===== src/hdl/rpv_pkg.sv =====
// Shared constants, register indexes and controller/datapath interface types
// for the radial profile velocity block. No dependencies.
package rpv_pkg;

   // Profile table
   localparam int TABLE_DEPTH = 64;
   localparam int TBL_AW      = $clog2(TABLE_DEPTH);

   // Register indexes on the csr port
   localparam logic [1:0] REG_CENTER = 2'd0;
   localparam logic [1:0] REG_SCALE  = 2'd1;
   localparam logic [1:0] REG_COUNT  = 2'd2;

   // Register reset values
   localparam logic [22:0] CENTER_RST = 23'd6442451;
   localparam logic [31:0] SCALE_RST  = 32'd65536;
   localparam logic [6:0]  COUNT_RST  = 7'd0;

   // Iterative units: one root bit / one quotient bit per cycle
   localparam int SQRT_STEPS = 24;
   localparam int DIV_STEPS  = 24;
   localparam int STEP_W     = $clog2(SQRT_STEPS);

   // 1.0 in Q4.28 (r^2 scale)
   localparam logic [31:0] ONE_Q28 = 32'h1000_0000;

   // Output saturation
   localparam logic [23:0] OUT_MAX = 24'h7F_FFFF;

   typedef struct packed {
      logic capture;    // latch point coordinates
      logic load;       // write one table entry
      logic square;     // r^2 and root unit start
      logic parab;      // analytic parabola
      logic sqrt_step;  // one root bit
      logic rd_last;    // read the last entry in use
      logic zero_u;     // point at or past last radius
      logic scan_init;  // restart neighbour scan
      logic scan_rd;    // read next entry of scan
      logic scan_cmp;   // compare entry read last cycle
      logic mul;        // slope numerator product, divider start
      logic div_step;   // one quotient bit
      logic finish;     // add interpolated step, clamp
      logic scale;      // apply velocity_scale
      logic out_load;   // saturate into output register
   } rpv_cmd_type;

   typedef struct packed {
      logic empty;      // table_count is zero
      logic above;      // entry read has radius above r
      logic first;      // scan is still at entry 0
   } rpv_stat_type;

endpackage


===== src/hdl/rpv_ctrl.sv =====
// Controller: sequences one item at a time through the datapath and owns
// the handshake flags. Depends on rpv_pkg.
module rpv_ctrl (
   input  logic                  clock,
   input  logic                  reset,
   input  logic                  req_tvalid,
   input  logic                  req_tuser,
   output logic                  req_tready,
   output logic                  rsp_tvalid,
   input  logic                  rsp_tready,
   input  rpv_pkg::rpv_stat_type stat,
   output rpv_pkg::rpv_cmd_type  cmd
);

   typedef enum logic [11:0] {
      ST_IDLE     = 12'b0000_0000_0001,
      ST_SQUARE   = 12'b0000_0000_0010,
      ST_PARAB    = 12'b0000_0000_0100,
      ST_SQRT     = 12'b0000_0000_1000,
      ST_LAST_RD  = 12'b0000_0001_0000,
      ST_LAST_CHK = 12'b0000_0010_0000,
      ST_SCAN     = 12'b0000_0100_0000,
      ST_MUL      = 12'b0000_1000_0000,
      ST_DIV      = 12'b0001_0000_0000,
      ST_FINISH   = 12'b0010_0000_0000,
      ST_SCALE    = 12'b0100_0000_0000,
      ST_DONE     = 12'b1000_0000_0000
   } state_type;

   state_type                   state_ff, state_in;
   logic [rpv_pkg::STEP_W-1:0]  iter_ff, iter_in;
   logic                        pend_ff, pend_in;
   logic                        rsp_valid_ff;
   logic                        out_free;

   assign out_free = !rsp_valid_ff || rsp_tready;

   always_comb begin
      state_in   = state_ff;
      iter_in    = iter_ff;
      pend_in    = pend_ff;
      cmd        = '0;
      req_tready = 1'b0;
      unique case (state_ff)
         ST_IDLE: begin
            req_tready = 1'b1;
            if (req_tvalid) begin
               if (req_tuser) begin
                  cmd.capture = 1'b1;
                  state_in    = ST_SQUARE;
               end else begin
                  cmd.load = 1'b1;
               end
            end
         end
         ST_SQUARE: begin
            cmd.square = 1'b1;
            iter_in    = '0;
            state_in   = stat.empty ? ST_PARAB : ST_SQRT;
         end
         ST_PARAB: begin
            cmd.parab = 1'b1;
            state_in  = ST_SCALE;
         end
         ST_SQRT: begin
            cmd.sqrt_step = 1'b1;
            iter_in       = iter_ff + rpv_pkg::STEP_W'(1);
            if (iter_ff == rpv_pkg::STEP_W'(rpv_pkg::SQRT_STEPS - 1)) begin
               state_in = ST_LAST_RD;
            end
         end
         ST_LAST_RD: begin
            cmd.rd_last = 1'b1;
            state_in    = ST_LAST_CHK;
         end
         ST_LAST_CHK: begin
            pend_in = 1'b0;
            if (stat.above) begin
               cmd.scan_init = 1'b1;
               state_in      = ST_SCAN;
            end else begin
               cmd.zero_u = 1'b1;
               state_in   = ST_SCALE;
            end
         end
         ST_SCAN: begin
            cmd.scan_rd = 1'b1;
            pend_in     = 1'b1;
            if (pend_ff) begin
               cmd.scan_cmp = 1'b1;
               if (stat.above) begin
                  state_in = stat.first ? ST_SCALE : ST_MUL;
               end
            end
         end
         ST_MUL: begin
            cmd.mul  = 1'b1;
            iter_in  = '0;
            state_in = ST_DIV;
         end
         ST_DIV: begin
            cmd.div_step = 1'b1;
            iter_in      = iter_ff + rpv_pkg::STEP_W'(1);
            if (iter_ff == rpv_pkg::STEP_W'(rpv_pkg::DIV_STEPS - 1)) begin
               state_in = ST_FINISH;
            end
         end
         ST_FINISH: begin
            cmd.finish = 1'b1;
            state_in   = ST_SCALE;
         end
         ST_SCALE: begin
            cmd.scale = 1'b1;
            state_in  = ST_DONE;
         end
         ST_DONE: begin
            if (out_free) begin
               cmd.out_load = 1'b1;
               state_in     = ST_IDLE;
            end
         end
         default: begin
            state_in = ST_IDLE;
         end
      endcase
   end

   always_ff @(posedge clock) begin
      if (reset) begin
         state_ff     <= ST_IDLE;
         iter_ff      <= '0;
         pend_ff      <= 1'b0;
         rsp_valid_ff <= 1'b0;
      end else begin
         state_ff <= state_in;
         iter_ff  <= iter_in;
         pend_ff  <= pend_in;
         if (cmd.out_load) begin
            rsp_valid_ff <= 1'b1;
         end else if (rsp_tready) begin
            rsp_valid_ff <= 1'b0;
         end
      end
   end

   assign rsp_tvalid = rsp_valid_ff;

   // output register never overwritten while a result waits
   a_load_free: assert property (@(posedge clock) disable iff (reset)
      cmd.out_load |-> (!rsp_valid_ff || rsp_tready))
      else $error("output register overwritten while full");

   // a result appears only from the final state
   a_valid_src: assert property (@(posedge clock) disable iff (reset)
      $rose(rsp_valid_ff) |-> $past(state_ff == ST_DONE))
      else $error("result valid raised outside DONE");

   // iteration counter stays inside the unit's step count
   a_iter_rng: assert property (@(posedge clock) disable iff (reset)
      (state_ff == ST_SQRT || state_ff == ST_DIV) |->
      (iter_ff <= rpv_pkg::STEP_W'(rpv_pkg::SQRT_STEPS - 1)))
      else $error("iteration counter out of range");

   // an evaluate transfer always starts the square stage
   a_eval_go: assert property (@(posedge clock) disable iff (reset)
      (req_tvalid && req_tready && req_tuser) |=> (state_ff == ST_SQUARE))
      else $error("evaluate transfer did not start");

endmodule


===== config.mk =====
export PLATFORM = sky130hd
export DESIGN_NAME = rpv_ctrl
export DESIGN_NICKNAME = d
export VERILOG_FILES = /design/src/hdl/rpv_pkg.sv /design/src/hdl/rpv_ctrl.sv
export SDC_FILE = /design/constraint.sdc
export NUM_CORES = 1
export LEC_CHECK = 0
export BUFFER_PORTS_ARGS = -buffer_cell sky130_fd_sc_hd__buf_4
export CORE_UTILIZATION = 40
export DETAILED_ROUTE_END_ITERATION = 10
export PLACE_DENSITY_LB_ADDON = 0.1
export RECOVER_POWER = 25
export SYNTH_ARGS = -nofsm -noshare
export SYNTH_HDL_FRONTEND = slang
export SYNTH_SLANG_ARGS = --single-unit

===== constraint.sdc =====
create_clock -name clock -period 3.55 [get_ports clock]
set_input_delay 0.71 -clock clock [delete_from_list [all_inputs] [get_ports clock]]
set_output_delay 0.71 -clock clock [all_outputs]
set_load 0.02 [all_outputs]

==> results.py <==
metrics = {
    "setup_path": {
        "critical_path.cell_chain": "or4_1, nor3_1, nand2_1, nor3b_1, buf_4",
        "cp.required_ns": 2.84,
        "crit_family": "simple AND/OR/NAND/NOR gates",
        "slowest_delay_ns": 0.63,
        "reg2reg_slack_ns": 1.18,
        "cp.arrival_ns": 2.43,
        "critPathLaunchType": "register",
        "path_class": "reg -> out",
        "slowest_stage": "or4_1",
        "critPathBufInv": 1,
        "cp_max_fo": 8,
        "endpoint_kind": "output port",
    },
    "clock_tree": {
        "root_buffer": "clkbuf_4",
        "clock_sinks": 19,
        "htreeDepth": 1,
        "cts_hold_buf": 0,
        "cts_made_buffers": 3,
        "cts_buffer_depth": 2,
        "post_cts_buffers": 0,
        "clkTransAtPathRegs_ns": 0.11,
        "post_cts_resized": 0,
        "cts_tree": "yes",
        "clkLatencyLatePin_ns": 0.30,
    },
    "pwr": {
        "internal_power_w": 0.000275,
        "finalPower_w": 0.000374,
        "switching_share_pct": 26.6,
        "leakage_nw": 0.572,
        "clock_power_share_pct": 30.5,
        "power_switching_w": 0.0000995,
        "p_seq_share_pct": 58.1,
        "power_density_nw_per_um2": 296,
        "peakVddDrop_mv": 0.246,
        "p_comb_share_pct": 11.4,
    },
    "detailed_routing": {
        "antenna_left": 0,
        "via_per_inst": 5.69,
        "routedWlPerCell_um": 13.4,
        "drt_iter0_drc": 27,
        "drc": 0,
        "drtPass1Iterations": 4,
        "via_count": 1075,
        "routed_wl_mm": 2.53,
    },
    "layout": {
        "stdcell_area_um2": 1270,
        "syn_to_final_growth_pct": 16.9,
        "finalNetCount": 169,
        "n_fill_cell": 266,
        "most-common-layout-cells": "buf_4 (23), dfxtp_1 (19), nor2_1 (16)",
        "final_common_cell": "buf_4",
        "final_core_util_pct": 50.2,
        "fin_cells": 189,
        "n_antenna_cell": 0,
        "final_layout_size_suffix_gt1_share_pct": 18.9,
    },
    "place": {
        "dpl.cell_count": 185,
        "hpwl_mm": 1.92,
        "io_buffers": 24,
        "place_area_um2": 1260,
        "place_congestion": 0.937,
    },
    "job": {
        "maxCapViolCount": 0,
    },
    "logic_synthesis": {
        "synth_seq_area_share_pct": 35.1,
        "synth_cell_types": 40,
        "synth_area_leaders": "dfxtp_1 (35%), nor2_1 (5.5%), nor3_1 (4.6%)",
        "synth_top_cell_by_area": "dfxtp_1",
        "synth_area_um2": 1080,
        "ys_warn_count": 0,
        "synth-seq-cells": 19,
        "syn-num-nets": 146,
        "syn-instance-count": 137,
        "synth_top_area_share_pct": 35.1,
        "syn_avg_cell_area_um2": 7.91,
    },
    "floorplanning": {
        "fp.dieW_um": 54.0,
        "die-height_um": 54.0,
        "io_pins": 25,
        "initial_core_util_pct": 43.0,
        "rows": 18,
        "core_um2": 2520,
        "die_area_um2": 2920,
    },
    "run_status": {
        "status": "completed",
    },
    "timing": {
        "tightest_slew_ns": 0.685,
        "max_slew_margin_pct": 53.9,
        "setup_viol": 0,
        "min_period_over_period_pct": 88.6,
        "drv_slew": 0,
        "period_minus_slack_ns": 3.14,
        "finalHoldViolCount": 0,
        "tns_ns": 0,
        "max_freq_mhz": 318,
        "fin_skew_ns": 0.00341,
        "rsz0062_at_grt": "no",
    },
    "global_route": {
        "grt_pass1_wl_mm": 4.15,
        "grt_pass1_vias": 932,
        "grt_max_degree": 15,
        "grt_antenna_before_repair": 0,
        "overflow": 0,
        "grtUsageTotal_pct": 20.0,
    },
    "min_path": {
        "hp-class": "reg -> reg",
    },
}
==> per-layer routing <==
layer  track usage [%]  wire (um)  vias up
li1                  -          -      538
met1              24.8       1130      491
met2              32.5       1160       42
met3              7.06        211        4
met4              5.56         32        0
met5                 0          0        -
==> cells in the mapped netlist <==
library cell	number
nand4_1	3
nand2_1	6
buf_4	1
or4b_2	1
a31oi_1	2
or2b_1	1
nand4_2	1
nor2b_1	5
a21oi_1	8
and3_1	1
xnor2_1	2
o211ai_1	2
nor3_1	10
dfxtp_1	19
nor4bb_1	1
and4b_1	1
nor3b_1	2
and3_4	1
clkbuf_1	1
nand3b_1	2
buf_2	2
nand2b_1	2
o21ai_1	3
nor4b_1	4
or3b_2	1
or4_4	2
and3b_1	1
o21ai_0	2
o21bai_1	1
nor2_1	16
nand3_1	8
a22oi_1	2
or3_1	3
xor2_1	1
nor4_1	4
a311o_1	1
inv_1	10
and2_1	1
ha_1	1
buf_6	2
==> final cells by class <==
cell class                 instances  area (um2)  area share [%]
tap                               30        37.5            2.96
clock inverter                     1        5.00           0.395
clock buffer                       3        22.5            1.78
multi-input combinational        102         607            47.9
timing repair buffer              24         176            13.9
inverter                          10        37.5            2.96
sequential                        19         380            30.0
==> final timing paths <==
check / endpoint / start / cells past startpoint
worst max-delay path: cmd[13] / state_ff[4] / 5
worst min-delay path: iter_ff[4] / iter_ff[4] / 2
worst max register to register: state_ff[7] / state_ff[4] / 5
worst min register to register: iter_ff[4] / iter_ff[4] / 2
==> logic make-up after synthesis <==
logic type                 after synthesis  share of synthesized area [%]
adders and majority gates                1                           1.15
and+or+nand+nor                         77                           42.3
AOI/OAI and AO/OA                       21                           11.5
xor gates and xnor gates                 3                           2.43
DFF                                     19                           35.1
buffers and inverters                   16                           7.51
==> flip-flops by register name (all words and copies together), names as in the netlist <==
register,flops
rsp_tvalid,1
pend_ff,1
iter_ff,5
state_ff,12
==> worst reg2reg max path, stage by stage, from the launching register on <==
cell	delay, ns
dfxtp_1	0.39
nor4_1	0.58
nand4_1	0.47
o211ai_1	0.39
a311o_1	0.35
nor3_1	0.09
==> power groups by stage <==
stage / sequential, W / combinational, W / clock (W)
finish: 0.000217 / 0.0000426 / 0.000114
global route: 0.000218 / 0.0000459 / 0.000126
CTS: 0.000217 / 0.0000425 / 0.000116
detailed placement: 0.000222 / 0.0000424 / 0
global placement: 0.000222 / 0.0000422 / 0
floorplan: 0.000222 / 0.0000258 / 0
==> metrics by stage <==
step	worst slack, ns	hold slack [ns]
2_1_floorplan	0.788	0.459
3_3_place_gp	0.889	0.475
4_1_cts	0.505	0.501
5_1_grt	0.231	0.507
6_report	0.406	0.493
3_5_place_dp	0.853	0.487
Note: power is estimated with default switching activity, not from simulation.
